### src/rtl/core/arec_pkg.sv
// Shared types and constants of the accelerated rotary encoder counter.
`default_nettype none

package arec_pkg;

	localparam int CMD_W   = 2;
	localparam int TICK_W  = 32;
	localparam int POS_W   = 32;
	localparam int CFG_W   = 8;
	localparam int CFG_IDX_W = 8;

	localparam int DIV_STEPS = CFG_W;
	localparam int DIV_CNT_W = $clog2(DIV_STEPS);

	localparam logic [CFG_W-1:0] MIN_INTERVAL_RST = CFG_W'(5);
	localparam logic [CFG_W-1:0] SPEED_NUM_RST    = CFG_W'(200);
	localparam logic [CFG_W-1:0] STEP_MIN         = CFG_W'(1);

	typedef enum logic [CMD_W-1:0] {
		CMD_EDGE   = 2'd0,
		CMD_BUTTON = 2'd1,
		CMD_READ   = 2'd2
	} arec_cmd_t;

	typedef enum logic [CFG_IDX_W-1:0] {
		REG_MIN_INTERVAL = 8'd0,
		REG_SPEED_NUM    = 8'd1
	} arec_reg_t;

	typedef enum logic [1:0] {
		ST_IDLE,
		ST_EVAL,
		ST_DIV,
		ST_APPLY
	} arec_state_t;

	typedef struct packed {
		logic load;
		logic eval;
		logic div_step;
		logic commit;
	} arec_ctl_t;

	typedef struct packed {
		logic take_edge;
	} arec_stat_t;

endpackage

`default_nettype wire

### src/rtl/core/arec_ifs.sv
// Channel interfaces: input items, result items and register writes.
`default_nettype none

interface arec_in_if;
	import arec_pkg::*;
	logic                valid;
	logic                ready;
	logic [CMD_W-1:0]    cmd;
	logic [TICK_W-1:0]   now_tick;
	logic                direction_level;
	logic                button_level;

	modport source (output valid, cmd, now_tick, direction_level, button_level, input ready);
	modport sink   (input valid, cmd, now_tick, direction_level, button_level, output ready);
endinterface

interface arec_out_if;
	import arec_pkg::*;
	logic                    valid;
	logic                    ready;
	logic signed [POS_W-1:0] position;
	logic                    button_pressed;

	modport source (output valid, position, button_pressed, input ready);
	modport sink   (input valid, position, button_pressed, output ready);
endinterface

interface arec_cfg_if;
	import arec_pkg::*;
	logic                 valid;
	logic                 ready;
	logic [CFG_IDX_W-1:0] index;
	logic [CFG_W-1:0]     data;

	modport source (output valid, index, data, input ready);
	modport sink   (input valid, index, data, output ready);
endinterface

`default_nettype wire

### src/rtl/core/accelerated_rotary_encoder_counter.sv
// Top level of the accelerated rotary encoder counter with button press latch.
//
//   channel  dir  payload                                        transaction
//   req      in   cmd, now_tick, direction_level, button_level   valid & ready
//   rsp      out  position, button_pressed                       valid & ready
//   cfg      in   index, data                                    valid & ready
//
// An accepted encoder edge runs load, evaluate, 8 divide steps of the restoring
// divider and commit; an ignored edge or any other command runs load, evaluate, commit.
// One item is in work at a time; req is ready again once the result is in the
// output register, so a stalled rsp holds only the next item's commit.
// Reset clears count, last edge tick, button state and loads register defaults.
`default_nettype none

module accelerated_rotary_encoder_counter (
	input wire logic clk,
	input wire logic arst_n,
	arec_in_if.sink     req,
	arec_out_if.source  rsp,
	arec_cfg_if.sink    cfg
);
	import arec_pkg::*;

	arec_ctl_t  ctl;
	arec_stat_t stat;
	logic       req_ready;
	logic       rsp_valid;

	assign cfg.ready = 1'b1;
	assign req.ready = req_ready;
	assign rsp.valid = rsp_valid;

	arec_ctrl u_ctrl (
		.clk       (clk),
		.arst_n    (arst_n),
		.in_valid  (req.valid),
		.in_ready  (req_ready),
		.out_valid (rsp_valid),
		.out_ready (rsp.ready),
		.stat      (stat),
		.ctl       (ctl)
	);

	arec_dp u_dp (
		.clk             (clk),
		.arst_n          (arst_n),
		.ctl             (ctl),
		.stat            (stat),
		.cmd             (req.cmd),
		.now_tick        (req.now_tick),
		.direction_level (req.direction_level),
		.button_level    (req.button_level),
		.cfg_we          (cfg.valid),
		.cfg_index       (cfg.index),
		.cfg_data        (cfg.data),
		.position        (rsp.position),
		.button_pressed  (rsp.button_pressed)
	);

endmodule

`default_nettype wire

### src/rtl/core/arec_ctrl.sv
// Controller: sequences load, evaluate, divide and commit of one item.
`default_nettype none

module arec_ctrl (
	input  wire logic            clk,
	input  wire logic            arst_n,
	input  wire logic            in_valid,
	output logic                 in_ready,
	output logic                 out_valid,
	input  wire logic            out_ready,
	input  wire arec_pkg::arec_stat_t stat,
	output arec_pkg::arec_ctl_t  ctl
);
	import arec_pkg::*;

	arec_state_t          state_q;
	arec_state_t          state_nxt;
	logic [DIV_CNT_W-1:0] cnt_q;
	logic                 out_valid_q;

	always_ff @(posedge clk or negedge arst_n) begin
		if (!arst_n) begin
			state_q <= ST_IDLE;
		end else begin
			state_q <= state_nxt;
		end
	end

	always_comb begin
		state_nxt = state_q;
		ctl       = '0;
		in_ready  = 1'b0;
		unique case (state_q)
			ST_IDLE: begin
				in_ready = 1'b1;
				if (in_valid) begin
					ctl.load  = 1'b1;
					state_nxt = ST_EVAL;
				end
			end
			ST_EVAL: begin
				ctl.eval  = 1'b1;
				state_nxt = stat.take_edge ? ST_DIV : ST_APPLY;
			end
			ST_DIV: begin
				ctl.div_step = 1'b1;
				if (cnt_q == DIV_CNT_W'(DIV_STEPS - 1)) begin
					state_nxt = ST_APPLY;
				end
			end
			ST_APPLY: begin
				if (!out_valid_q || out_ready) begin
					ctl.commit = 1'b1;
					state_nxt  = ST_IDLE;
				end
			end
			default: begin
				state_nxt = ST_IDLE;
			end
		endcase
	end

	// clear the divide step count on evaluate, advance it on each divide step
	always_ff @(posedge clk or negedge arst_n) begin
		if (!arst_n) begin
			cnt_q <= '0;
		end else if (ctl.eval) begin
			cnt_q <= '0;
		end else if (ctl.div_step) begin
			cnt_q <= cnt_q + DIV_CNT_W'(1);
		end
	end

	always_ff @(posedge clk or negedge arst_n) begin
		if (!arst_n) begin
			out_valid_q <= 1'b0;
		end else if (ctl.commit) begin
			out_valid_q <= 1'b1;
		end else if (out_ready) begin
			out_valid_q <= 1'b0;
		end
	end

	assign out_valid = out_valid_q;

endmodule

`default_nettype wire

### src/rtl/core/arec_dp.sv
// Datapath: registers, elapsed-tick check, restoring divider and count update.
`default_nettype none

module arec_dp (
	input  wire logic                          clk,
	input  wire logic                          arst_n,
	input  wire arec_pkg::arec_ctl_t           ctl,
	output arec_pkg::arec_stat_t               stat,
	input  wire logic [arec_pkg::CMD_W-1:0]    cmd,
	input  wire logic [arec_pkg::TICK_W-1:0]   now_tick,
	input  wire logic                          direction_level,
	input  wire logic                          button_level,
	input  wire logic                          cfg_we,
	input  wire logic [arec_pkg::CFG_IDX_W-1:0] cfg_index,
	input  wire logic [arec_pkg::CFG_W-1:0]    cfg_data,
	output logic signed [arec_pkg::POS_W-1:0]  position,
	output logic                               button_pressed
);
	import arec_pkg::*;

	logic [CMD_W-1:0]  cmd_q;
	logic [TICK_W-1:0] now_q;
	logic              dir_q;
	logic              lvl_q;

	logic [CFG_W-1:0]  min_q;
	logic [CFG_W-1:0]  num_q;

	logic [POS_W-1:0]  count_q;
	logic [TICK_W-1:0] last_q;
	logic              held_q;
	logic              latch_q;

	logic [CFG_W-1:0]  rem_q;
	logic [CFG_W-1:0]  quo_q;
	logic [CFG_W-1:0]  dsr_q;
	logic              big_q;
	logic              take_q;

	logic [POS_W-1:0]  pos_q;
	logic              pressed_q;

	logic [TICK_W-1:0] elapsed;
	logic              take;
	logic [CFG_W:0]    rem_sh;
	logic [CFG_W:0]    rem_sub;
	logic [CFG_W-1:0]  step;
	logic [POS_W-1:0]  count_nxt;

	always_ff @(posedge clk) begin
		if (ctl.load) begin
			cmd_q <= cmd;
			now_q <= now_tick;
			dir_q <= direction_level;
			lvl_q <= button_level;
		end
	end

	always_ff @(posedge clk or negedge arst_n) begin
		if (!arst_n) begin
			min_q <= MIN_INTERVAL_RST;
			num_q <= SPEED_NUM_RST;
		end else if (cfg_we) begin
			if (cfg_index == REG_MIN_INTERVAL) begin
				min_q <= cfg_data;
			end
			if (cfg_index == REG_SPEED_NUM) begin
				num_q <= cfg_data;
			end
		end
	end

	assign elapsed        = now_q - last_q;
	assign take           = (cmd_q == CMD_EDGE) && (elapsed >= TICK_W'(min_q));
	assign stat.take_edge = take;

	assign rem_sh  = {rem_q, quo_q[CFG_W-1]};
	assign rem_sub = rem_sh - {1'b0, dsr_q};

	always_ff @(posedge clk) begin
		if (ctl.eval) begin
			rem_q  <= '0;
			quo_q  <= num_q;
			dsr_q  <= (elapsed == '0) ? CFG_W'(1) : elapsed[CFG_W-1:0];
			big_q  <= |elapsed[TICK_W-1:CFG_W];
			take_q <= take;
		end else if (ctl.div_step) begin
			if (rem_sh >= {1'b0, dsr_q}) begin
				rem_q <= rem_sub[CFG_W-1:0];
				quo_q <= {quo_q[CFG_W-2:0], 1'b1};
			end else begin
				rem_q <= rem_sh[CFG_W-1:0];
				quo_q <= {quo_q[CFG_W-2:0], 1'b0};
			end
		end
	end

	assign step = (big_q || quo_q == '0) ? STEP_MIN : quo_q;

	always_comb begin
		count_nxt = count_q;
		if (take_q) begin
			count_nxt = dir_q ? count_q + POS_W'(step) : count_q - POS_W'(step);
		end
	end

	always_ff @(posedge clk or negedge arst_n) begin
		if (!arst_n) begin
			count_q <= '0;
			last_q  <= '0;
			held_q  <= 1'b0;
			latch_q <= 1'b0;
		end else if (ctl.commit) begin
			count_q <= count_nxt;
			if (take_q) begin
				last_q <= now_q;
			end
			unique case (cmd_q)
				CMD_BUTTON: begin
					if (!lvl_q) begin
						if (!held_q) begin
							latch_q <= 1'b1;
							held_q  <= 1'b1;
						end
					end else begin
						held_q <= 1'b0;
					end
				end
				CMD_READ: begin
					latch_q <= 1'b0;
				end
				default: begin
				end
			endcase
		end
	end

	always_ff @(posedge clk) begin
		if (ctl.commit) begin
			pos_q     <= count_nxt;
			pressed_q <= (cmd_q == CMD_READ) ? latch_q : 1'b0;
		end
	end

	assign position       = $signed(pos_q);
	assign button_pressed = pressed_q;

endmodule

`default_nettype wire

### src/flat_wrapper.sv
// flat-port wrapper written by rule: the top's interface ports become plain ports
module accelerated_rotary_encoder_counter_flat import arec_pkg::*;
  (clk, arst_n, req_valid, req_cmd, req_now_tick, req_direction_level, req_button_level, req_ready, rsp_valid, rsp_position, rsp_button_pressed, rsp_ready, cfg_valid, cfg_index, cfg_data, cfg_ready);
  arec_in_if req_i ();
  arec_out_if rsp_i ();
  arec_cfg_if cfg_i ();
  input wire logic clk;
  input wire logic arst_n;
  input wire logic [$bits(req_i.valid)-1:0] req_valid;
  input wire logic [$bits(req_i.cmd)-1:0] req_cmd;
  input wire logic [$bits(req_i.now_tick)-1:0] req_now_tick;
  input wire logic [$bits(req_i.direction_level)-1:0] req_direction_level;
  input wire logic [$bits(req_i.button_level)-1:0] req_button_level;
  output wire logic [$bits(req_i.ready)-1:0] req_ready;
  output wire logic [$bits(rsp_i.valid)-1:0] rsp_valid;
  output wire logic [$bits(rsp_i.position)-1:0] rsp_position;
  output wire logic [$bits(rsp_i.button_pressed)-1:0] rsp_button_pressed;
  input wire logic [$bits(rsp_i.ready)-1:0] rsp_ready;
  input wire logic [$bits(cfg_i.valid)-1:0] cfg_valid;
  input wire logic [$bits(cfg_i.index)-1:0] cfg_index;
  input wire logic [$bits(cfg_i.data)-1:0] cfg_data;
  output wire logic [$bits(cfg_i.ready)-1:0] cfg_ready;
  assign req_i.valid = req_valid;
  assign req_i.cmd = req_cmd;
  assign req_i.now_tick = req_now_tick;
  assign req_i.direction_level = req_direction_level;
  assign req_i.button_level = req_button_level;
  assign req_ready = req_i.ready;
  assign rsp_valid = rsp_i.valid;
  assign rsp_position = rsp_i.position;
  assign rsp_button_pressed = rsp_i.button_pressed;
  assign rsp_i.ready = rsp_ready;
  assign cfg_i.valid = cfg_valid;
  assign cfg_i.index = cfg_index;
  assign cfg_i.data = cfg_data;
  assign cfg_ready = cfg_i.ready;
  accelerated_rotary_encoder_counter u_core (.clk(clk), .arst_n(arst_n), .req(req_i), .rsp(rsp_i), .cfg(cfg_i));
endmodule
### config.mk
export PLATFORM = sky130hd
export DESIGN_NAME = accelerated_rotary_encoder_counter_flat
export DESIGN_NICKNAME = d
export VERILOG_FILES = /design/src/rtl/core/arec_pkg.sv /design/src/rtl/core/arec_ifs.sv /design/src/rtl/core/accelerated_rotary_encoder_counter.sv /design/src/rtl/core/arec_ctrl.sv /design/src/rtl/core/arec_dp.sv /design/src/flat_wrapper.sv
export SDC_FILE = /design/constraint.sdc
export NUM_CORES = 1
export LEC_CHECK = 0
export BUFFER_PORTS_ARGS = -buffer_cell sky130_fd_sc_hd__buf_2
export CAP_MARGIN = 40
export CORE_MARGIN = 4
export CORE_UTILIZATION = 40
export CTS_BUF_LIST = sky130_fd_sc_hd__clkbuf_2
export CTS_CLUSTER_SIZE = 30
export DETAILED_ROUTE_END_ITERATION = 8
export SETUP_SLACK_MARGIN = 0.2
export SYNTH_ARGS = -nofsm -noshare
export SYNTH_HDL_FRONTEND = slang
export SYNTH_SLANG_ARGS = --single-unit
### constraint.sdc
create_clock -name clk -period 4 [get_ports clk]
set_input_delay 0.4 -clock clk [delete_from_list [all_inputs] [get_ports clk]]
set_output_delay 0.4 -clock clk [all_outputs]
set_load 0.01 [all_outputs]
==> metrics, run 1 <==
CP endpoint kind register; clock latency at the later pin of the worst-skew pair 0.78 ns; Synth Area in Compound Gates between 15 and 20%; CTS H-Tree Depth 4; setup_tns -0.2335 ns; #FFs+latches synth ~180; routed wire length 27440 µm; Final min period slightly above 4 ns; first-pass GRT wire length 44310 µm; Fin. Hold Viols 0; largest family of logic cells by synthesized area compound AO/OA/AOI/OAI gates; row count 61; final setup margin -0.09271 ns; clock root buffer clkbuf_2; Peak supply drop approximately 0.25 mV; vias post-DR 9017; critical path peak fanout 4; Final HPWL DP 20120 µm; Syn Std Cell Area 11380 µm²; reg2reg setup slack -0.09 ns; initial antenna violation count 2; crit path launch u_core.u_dp.quo_q[0]; Buffers on Ports 91; Mapped Cells 1094; CTS Buffer Depth 2; pin count of the biggest net entering global routing 55; vias in the first global route about 8800; worst r2r src u_core.u_dp.quo_q[0]; die footprint between 30000 and 40000 µm²; Max Fclk between 200 and 250 MHz; initial DRC count 595; max-cap check violation count 0; layout cells sized above 1 30.84%; Worst Reg-to-Reg Cells 19; RSZ-0062 raised after global routing yes; commonest non-fill, non-tap cell in the layout buf_4; Async SR Flop Fraction 48.09%; status finished with violations; fin nets around 1500; io pins 93; clk slew on worst S/H paths 0.29 ns; # DRC 0; Chip Height between 150 and 200 µm; failing checks negative setup slack; Num CTS Buffers 17; Synth Area in Simple Gates 12.46%; worst flop-to-flop path endpoint u_core.u_dp.position[30]; total design power about 12 mW; Ys Warns 0; wire per inst 15.99 µm; clock skew 0.05600 ns; Power Density around 850 nW/µm²; nature of the critical path startpoint register; Mapped Avg Cell Area ~10 µm²; Post-synth EDFFs 87; Syn Nets 1240; Sink Count 183; TritonCTS clock tree built; critical path data required time 4.58 ns; final setup vio count 6; Synth Flop Type edfxtp_1; Post-Synth XOR/XNOR Area 4.309%; register area share after synthesis between 40 and 50%; vias per cell around 5.3; Min-Delay Path Class in -> reg; Overall Global Routing Usage 17.50%; grt ovf 0; initial core utilization roughly two fifths; kind of critical path reg -> reg; CP Capture Point u_core.u_dp.position[30]; DR pass1 iterations 5; P&R area growth vs syn 25.53%; final antenna-violating net count 0; Pleak 6.130 nW; DIE WIDTH 176.7 µm; Least-Margin Pin Slew 0.8062 ns; Fillers 2572; GP Congestion 0.8798; Yosys cell types 76; CP arrival 4.67 ns; final period utilization 102.3%; multiplexer area fraction after synthesis 10.47%; post-synthesis adder-cell area fraction approximately 10%; slew margin rel. 46.25%; Max Slew Vio Count 0; most frequent cells in the layout buf_4, buf_2, mux2_2; Core Region approximately 28000 µm²
==> where the power goes <==
group          leakage, nW  total, mW  switching, mW  internal (mW)
combinational         4.07       7.70           4.08           3.62
sequential            1.91       3.38          0.452           2.93
clock                0.148       1.01          0.700          0.314
==> cells in the mapped netlist (all sizes together) (7+ instances only) <==
cell type | count | area share, %
nor3 | 24 | 1.1
inv | 82 | 2.7
ha | 86 | 9.5
a21o | 20 | 1.3
dfrtp | 83 | 18
nor4 | 8 | 0.44
nor2 | 57 | 1.9
dfxtp | 8 | 1.4
o21bai | 10 | 0.66
nor2b | 8 | 0.44
nand3 | 23 | 1.0
o211ai | 7 | 0.58
xnor2 | 41 | 3.2
clkbuf | 26 | 0.86
nand2 | 84 | 2.8
nand2b | 25 | 1.4
nand4 | 9 | 0.49
and3 | 8 | 0.44
a21oi | 69 | 3.1
a31oi | 9 | 0.49
o31ai | 12 | 0.84
a21boi | 7 | 0.46
mux2 | 97 | 9.6
a211oi | 11 | 0.73
and2 | 7 | 0.38
o21ai | 62 | 2.7
mux2i | 10 | 0.88
or4 | 8 | 0.59
o21a | 13 | 0.86
xor2 | 15 | 1.2
edfxtp | 87 | 23
==> state kept, by name (all words and copies together), names as in the netlist, 3 cells and up <==
signal,flops
u_core.u_dp.dsr_q,8
u_core.u_ctrl.cnt_q,3
u_core.u_dp.now_q,32
u_core.u_dp.quo_q,8
u_core.u_dp.count_q,32
u_core.u_dp.position,32
u_core.u_dp.min_q,8
u_core.u_dp.rem_q,8
u_core.u_dp.last_q,32
u_core.u_dp.num_q,8
==> routing by layer <==
layer / routed length (µm) / global-route usage [%] / vias up
met5: 11 / 0 / -
met4: 477 / 4.771 / 2
met3: 1023 / 2.435 / 29
met2: 13170 / 29.44 / 192
met1: 12750 / 23.83 / 4326
li1: - / - / 4468
==> cells by family after synthesis <==
group                    count (synthesis)
AND/OR/NAND/NOR                        284
AO/OA/AOI/OAI                          259
multiplexers                           107
buffers and inverters                  115
other                                    1
XOR/XNOR                                56
flip-flops                             183
adder cells (fa/ha/maj)                 89
==> how the worst min path moves through the flow <==
stage | slack (ns) | to | cells past startpoint | from
5_1_grt | 0.09 | u_core.u_ctrl.state_q[1] | 3 | req_valid
3_5_place_dp | 0.30 | u_core.u_dp.count_q[12] | 1 | arst_n
3_3_place_gp | 0.47 | u_core.u_dp.held_q | 2 | u_core.u_dp.held_q
2_1_floorplan | 0.10 | u_core.u_ctrl.cnt_q[0] | 0 | arst_n
4_1_cts | 0.07 | u_core.u_dp.min_q[2] | 7 | cfg_index[5]
6_report | 0.15 | u_core.u_dp.min_q[2] | 7 | cfg_index[5]
==> metrics by stage <==
stage / hold slack, ns / util [%] / std cells / instance area, µm² / setup slack [ns]
after floorplan: 0.1044 / - / 1094 / 11560 / 0.05127
final: 0.1463 / 51.16 / 1716 / 14290 / -0.09271
after global placement: 0.4663 / 46.03 / 1599 / 12860 / -0.05610
after global routing: 0.08647 / 51.16 / 1716 / 14290 / -0.2866
after CTS: 0.07412 / 50.06 / 1703 / 13980 / -0.05317
after detailed placement: 0.3030 / 46.26 / 1602 / 12920 / -0.1608
==> cell type report <==
cell class	instances	area, µm²	share of cell area [%]
Tap cell	378	473.0	3.310
Clock buffer	19	95.09	0.6654
Timing Repair Buffer	241	1788	12.51
Sequential cell	183	4981	34.86
Multi-Input combinational cell	796	6460	45.21
Antenna cell	2	5.005	0.03502
Inverter	84	327.8	2.294
Clock inverter	13	160.2	1.121
==> what timing repair did <==
item / 4_1_cts / 5_1_grt
pin swaps: 30 / 33
setup buffers: 19 / 10
hold endpoints to repair: 136 / 0
hold buffers: 50 / 0
endpoints found under the setup margin: 29 / 38
gates resized for setup: 36 / 47
==> critical path, cell delays in order (launching register included) <==
cell,delay [ns]
edfxtp_1,0.53
nor4_2,0.31
a21oi_2,0.11
nand2_1,0.09
nor3_2,0.05
o21a_1,0.10
ha_1,0.27
nand2_1,0.06
o21ai_1,0.09
ha_1,0.36
a2111oi_4,0.37
o21ai_2,0.12
a41o_1,0.25
o21ai_2,0.18
a21oi_2,0.09
o41ai_2,0.21
buf_4,0.19
a2111oi_4,0.07
o21a_1,0.23
o31ai_1,0.22
(Power assumes the default switching activity.)
==> inputs of run 2 (changes only) <==
- clock period: 4 -> 3.42 ns (I/O delays scaled with it)
==> run 2 against run 1 <==
Compared with the run above:
- the flow still finishes with violations (negative setup slack)
- routed wire length grew 3.7%
- highest routed layer is now met4
- global-route usage grew 0.82 points
- critical endpoint is now u_core.u_dp.position[27]
- hold slack lost 0.11 ns
- critical path depth is the same
- first-iteration DRC count shrank 25%
- sequential share of layout area shrank 2.8 points
- core utilization grew 4.5 points
- clock skew grew 0.011 ns
==> metrics, run 2 (synthesized netlist as in run 1, its figures left out) <==
grt ovf 0 (unchanged); Min-Delay Path Class in -> async; worst flop-to-flop path endpoint u_core.u_dp.position[27]; final antenna-violating net count 0 (unchanged); RSZ-0062 raised after global routing yes; initial DRC count 444 (-25%); Final HPWL DP 20850 µm (+3.6%); max-cap check violation count 0 (unchanged); clock power share 7.2% (-1.2 points); Peak supply drop 0.4461 mV (+80%); critical path peak fanout 4 (unchanged); GP Congestion 0.8935 (+1.6%); Sequential Power Share 25.4% (-2.6 points); P&R area growth vs syn 36.57%; initial antenna violation count 1 (-1); WHS 0.03453 ns (-0.1117 ns); clock root buffer clkbuf_2; Worst Reg-to-Reg Cells 19 (unchanged); clock latency at the later pin of the worst-skew pair 0.84 ns (+0.06 ns); DIE WIDTH 176.7 µm (unchanged); crit path launch u_core.u_dp.quo_q[2]; pin count of the biggest net entering global routing 65 (+18%); clk slew on worst S/H paths 0.32 ns (+0.03 ns); Least-Margin Pin Slew 0.8882 ns (+0.08197 ns); Chip Height 176.7 µm (unchanged); Net Sw Frac 42.02% (-1.2 points); layout cells sized above 1 38.82% (+8.0 points); Power Density 1011 nW/µm² (+19%); DR pass1 iterations 7 (+2); Fillers 2478 (-3.7%); CP endpoint kind register; Comb power frac 67.4% (+3.8 points); wire per inst 15.33 µm (-4.1%); total design power 15.71 mW (+30%); CP arrival 4.68 ns (about the same); Overall Global Routing Usage 18.32% (+0.82 points); io pins 93 (unchanged); final period utilization 118.5% (+16 points); vias in the first global route 9471 (+7.4%); status finished with violations; routed wire length 28460 µm (+3.7%); final setup vio count 46 (+40); initial core utilization 40.75% (unchanged); CTS Buffer Depth 2 (unchanged); # DRC 0 (unchanged); critical path data required time 4.05 ns (-0.53 ns); kind of critical path reg -> reg; most frequent cells in the layout buf_4, buf_2, edfxtp_1; failing checks negative setup slack; CTS H-Tree Depth 4 (unchanged); vias post-DR 9431 (+4.6%); row count 61 (unchanged); first-pass GRT wire length 46560 µm (+5.1%); Sw Pwr 6.602 mW (+26%); slew margin rel. 40.79% (-5.5 points); die footprint 31220 µm² (unchanged); commonest non-fill, non-tap cell in the layout buf_4; vias per cell 5.081 (-3.3%); Core Region 27930 µm² (unchanged); Sink Count 183 (unchanged); clock skew 0.06743 ns (+0.01143 ns); TritonCTS clock tree built; worst r2r src u_core.u_dp.quo_q[2]; Buffers on Ports 91 (unchanged); fin nets 1609 (+9.5%); Pleak 6.871 nW (+12%); reg2reg setup slack -0.63 ns (-0.54 ns); Final min period 4.054 ns (-0.03871 ns); final setup margin -0.6340 ns (-0.5413 ns); Internal Power 9.109 mW (+33%); Max Slew Vio Count 0 (unchanged); nature of the critical path startpoint register; Num CTS Buffers 17 (unchanged); Fin. Hold Viols 0 (unchanged); Max Fclk 246.7 MHz (+0.95%)
run 2: cell type report:
type | instances | area [µm²] | area share [%]
clock buffer | 17 | 85.08 | 0.5473
clock inverter | 15 | 145.1 | 0.9336
sequential | 183 | 4981 | 32.04
inverter | 84 | 327.8 | 2.109
antenna | 2 | 5.005 | 0.03219
tap | 378 | 473.0 | 3.042
timing repair buffer | 381 | 2846 | 18.31
multi-input combinational | 796 | 6683 | 42.99
run 2: critical path, stage by stage (launching register included):
cell and delay, ns:
edfxtp_1 0.51, nor4_4 0.35, a21oi_2 0.10, nand2b_1 0.13, inv_2 0.07, ha_4 0.17
o21a_4 0.14, a31oi_4 0.26, ha_4 0.25, and4_1 0.21, a31oi_1 0.15, o21ai_1 0.10
or3_1 0.33, o221ai_2 0.20, buf_4 0.16, o21a_1 0.13, o21ai_2 0.07, a21oi_2 0.22
xnor2_2 0.09, mux2_4 0.26
run 2: power by group through the flow:
stage	combinational (mW)	sequential (mW)	clock (mW)
floorplan	5.99	3.97	0
global placement	9.23	4.00	0
detailed placement	9.35	4.02	0
CTS	9.97	3.98	1.17
global route	11.7	4.09	1.27
finish	10.6	3.98	1.13
run 2: repair_timing:
action / 4_1_cts / 5_1_grt
setup buffers: 21 / 16
hold endpoints to repair: 107 / 0
resized for setup: 53 / 71
hold buffers: 58 / 0
setup endpoints to repair: 52 / 60
pin swaps: 35 / 48
run 2: how the worst max path moves through the flow:
stage	depth (start not counted)	end	slack, ns
floorplan	18	u_core.u_dp.position[29]	-0.53
global placement	18	u_core.u_dp.position[29]	-0.62
detailed placement	19	u_core.u_dp.position[27]	-0.70
CTS	19	u_core.u_dp.position[27]	-0.54
global route	19	u_core.u_dp.position[27]	-0.84
finish	19	u_core.u_dp.position[27]	-0.63
run 2: through the flow:
stage	setup TNS [ns]	utilization [%]	setup slack [ns]	cells	instance area, µm²
floorplan	-7.883	-	-0.5283	1094	11590
global placement	-14.36	49.61	-0.6180	1726	13860
detailed placement	-16.97	49.69	-0.6974	1727	13880
CTS	-11.65	54.08	-0.5400	1838	15110
global route	-24.31	55.65	-0.8394	1856	15550
finish	-16.11	55.65	-0.6340	1856	15550
run 2: routing by layer:
layer | track usage (%) | vias up | share of wire (%) | routed length (µm)
li1 | - | 4741 | - | -
met1 | 23.91 | 4516 | 46 | 13170
met2 | 32.09 | 138 | 49 | 14020
met3 | 2.734 | 36 | 2.6 | 747
met4 | 4.578 | 0 | 1.8 | 519
met5 | 0 | - | 0 | 0
==> inputs of run 3 (changes only) <==
- PLACE_DENSITY: default -> 0.58
==> run 3 against run 2 <==
Compared with the run above:
- the flow still finishes with violations (negative setup slack)
- first-iteration DRC count is 25% lower
- total power is 1.3% lower
- design area is 0.16% lower
- routed wire length is 1.6% lower
- hold slack better by 0.041 ns
- die area stayed put
- register-to-register slack worse by 0.08 ns
- sequential share of layout area is 0.052 points higher
- critical endpoint unchanged
- largest cell class unchanged
==> metrics, run 3 (synthesized netlist as in run 1, its figures left out) <==
clock latency at the later pin of the worst-skew pair 0.83 ns (about the same); fin nets 1610 (+0.062%); TritonCTS clock tree built; dpl cells 1729 (+0.12%); final antenna-violating net count 0 (unchanged); Buffers on Ports 91 (unchanged); slew margin rel. 46.47% (+5.7 points); DIE WIDTH 176.7 µm (unchanged); kind of critical path reg -> reg; nature of the critical path startpoint register; most frequent cells in the layout buf_4, buf_2, mux2_2; RSZ-0062 raised after global routing yes; Util after Layout 55.56% (-0.090 points); CP arrival 4.71 ns (+0.03 ns); Least-Margin Pin Slew 0.8030 ns (-0.08520 ns); Min-Delay Path Class in -> async; status finished with violations; Pleak 6.817 nW (-0.79%); CTS H-Tree Depth 4 (unchanged); DR pass1 iterations 5 (-2); # DRC 0 (unchanged); vias post-DR 9343 (-0.93%); Core Region 27930 µm² (unchanged); final setup margin -0.7091 ns (-0.07505 ns); vias in the first global route 9272 (-2.1%); Final HPWL DP 20940 µm (+0.42%); Area after DPL 13900 µm² (+0.16%); Fin. Hold Viols 0 (unchanged); Overall Global Routing Usage 18.00% (-0.32 points); clock skew 0.07402 ns (+0.006585 ns); CTS Buffer Depth 2 (unchanged); Final min period 4.129 ns (+0.07505 ns); GP Congestion 0.8938 (about the same); vias per cell 5.034 (-0.93%); layout cells sized above 1 38.46% (-0.36 points); first-pass GRT wire length 45640 µm (-2.0%); Max Slew Vio Count 0 (unchanged); Sink Count 183 (unchanged); WHS 0.07537 ns (+0.04084 ns); io pins 93 (unchanged); P&R area growth vs syn 36.35%; critical path data required time 4.00 ns (-0.05 ns); wire per inst 15.09 µm (-1.6%); Chip Height 176.7 µm (unchanged); Num CTS Buffers 17 (unchanged); routed wire length 28010 µm (-1.6%); clk slew on worst S/H paths 0.35 ns (+0.03 ns); row count 61 (unchanged); commonest non-fill, non-tap cell in the layout buf_4; failing checks negative setup slack; Max Fclk 242.2 MHz (-1.8%); clock root buffer clkbuf_2; initial antenna violation count 1 (unchanged); Peak supply drop 0.4575 mV (+2.6%); CP endpoint kind register; Power Density 998.9 nW/µm² (-1.2%); pin count of the biggest net entering global routing 58 (-11%); final non-filler cell total 1856 (unchanged); final period utilization 120.7% (+2.2 points); final setup vio count 48 (+4.3%); grt ovf 0 (unchanged); setup_tns -17.40 ns (-1.288 ns); initial core utilization 40.75% (unchanged); die footprint 31220 µm² (unchanged); initial DRC count 335 (-25%); max-cap check violation count 0 (unchanged); critical path peak fanout 4 (unchanged); fin area 15520 µm² (-0.16%)
run 3: cell count changes in the layout (fill, tap and decap cells not counted), moves of 3 or more:
cell | previous run | this run
clkinv_8 | 1 | 6
a21oi_1 | 48 | 52
buf_6 | 11 | 7
dlygate4sd3_1 | 58 | 62
ha_1 | 78 | 74
o21ai_2 | 11 | 7
o31ai_2 | 3 | 7
o31ai_4 | 4 | 0
a21oi_4 | 3 | 0
clkinv_4 | 4 | 1
mux2_2 | 86 | 89
mux2_4 | 11 | 8
o21ai_1 | 13 | 16
run 3: layout make-up:
class	count	area, µm²
diodes	1	2.502
fillers	2515	12410
flip-flops and latches	183	4981
well taps	378	473.0
repair buffers	382	2856
inverters	84	327.8
clock inverters	15	176.4
multi-input cells	796	6619
clock buffers	17	85.08
run 3: what timing repair did:
action | in CTS | in global routing
pin swaps | 39 | 49
resized for setup | 31 | 73
setup endpoints to repair | 54 | 60
hold buffers | 62 | 0
buffers inserted | 20 | 12
hold endpoints to repair | 110 | 0
run 3: critical path, cell delays in order, from the launching register on:
cell	delay, ns
edfxtp_1	0.54
nor4_2	0.36
a21oi_2	0.11
nand2b_1	0.12
inv_2	0.05
ha_4	0.16
o21a_4	0.13
a31oi_4	0.29
ha_4	0.25
and4_1	0.21
a31oi_1	0.15
o21ai_1	0.11
or3_1	0.34
o221ai_2	0.22
buf_4	0.15
o21a_1	0.11
o21ai_1	0.06
a21oi_1	0.17
xnor2_1	0.10
mux2_4	0.26
run 3: stage by stage:
step / setup slack (ns) / power [mW]
2_1_floorplan: -0.5283 / 9.959
3_3_place_gp: -0.5813 / 13.25
3_5_place_dp: -0.6668 / 13.41
4_1_cts: -0.6446 / 15.04
5_1_grt: -0.9320 / 16.82
6_report: -0.7091 / 15.50
run 3: path summary, 6_finish.rpt:
kind / from / end / slack [ns] / cells after the start
worst max-delay path: u_core.u_dp.quo_q[1] / u_core.u_dp.position[27] / -0.71 / 19
worst min-delay path: arst_n / u_core.u_dp.num_q[4] / 0.08 / 2
worst max register to register: u_core.u_dp.quo_q[1] / u_core.u_dp.position[27] / -0.71 / 19
worst min register to register: u_core.u_dp.rem_q[1] / u_core.u_dp.rem_q[1] / 0.51 / 2
max in group asynchronous: arst_n / u_core.u_dp.last_q[10] / 2.51 / 3
min in group clk: cfg_index[2] / u_core.u_dp.num_q[1] / 0.13 / 4
run 3: metal layers:
metal  routed length (µm)  part of all wire, %  GRT usage, %
met1                13040                   47         24.12
met2                13720                   49         30.59
met3                  756                  2.7         2.799
met4                  491                  1.8         4.707
met5                    0                    0             0
run 3: report_power, final:
| part | leakage, nW | switching, mW | internal (mW) |
|---|---|---|---|
| registers | 1.91 | 0.520 | 3.43 |
| clock network | 0.156 | 0.921 | 0.258 |
| logic | 4.75 | 5.12 | 5.26 |
| total | 6.82 | 6.56 | 8.94 |
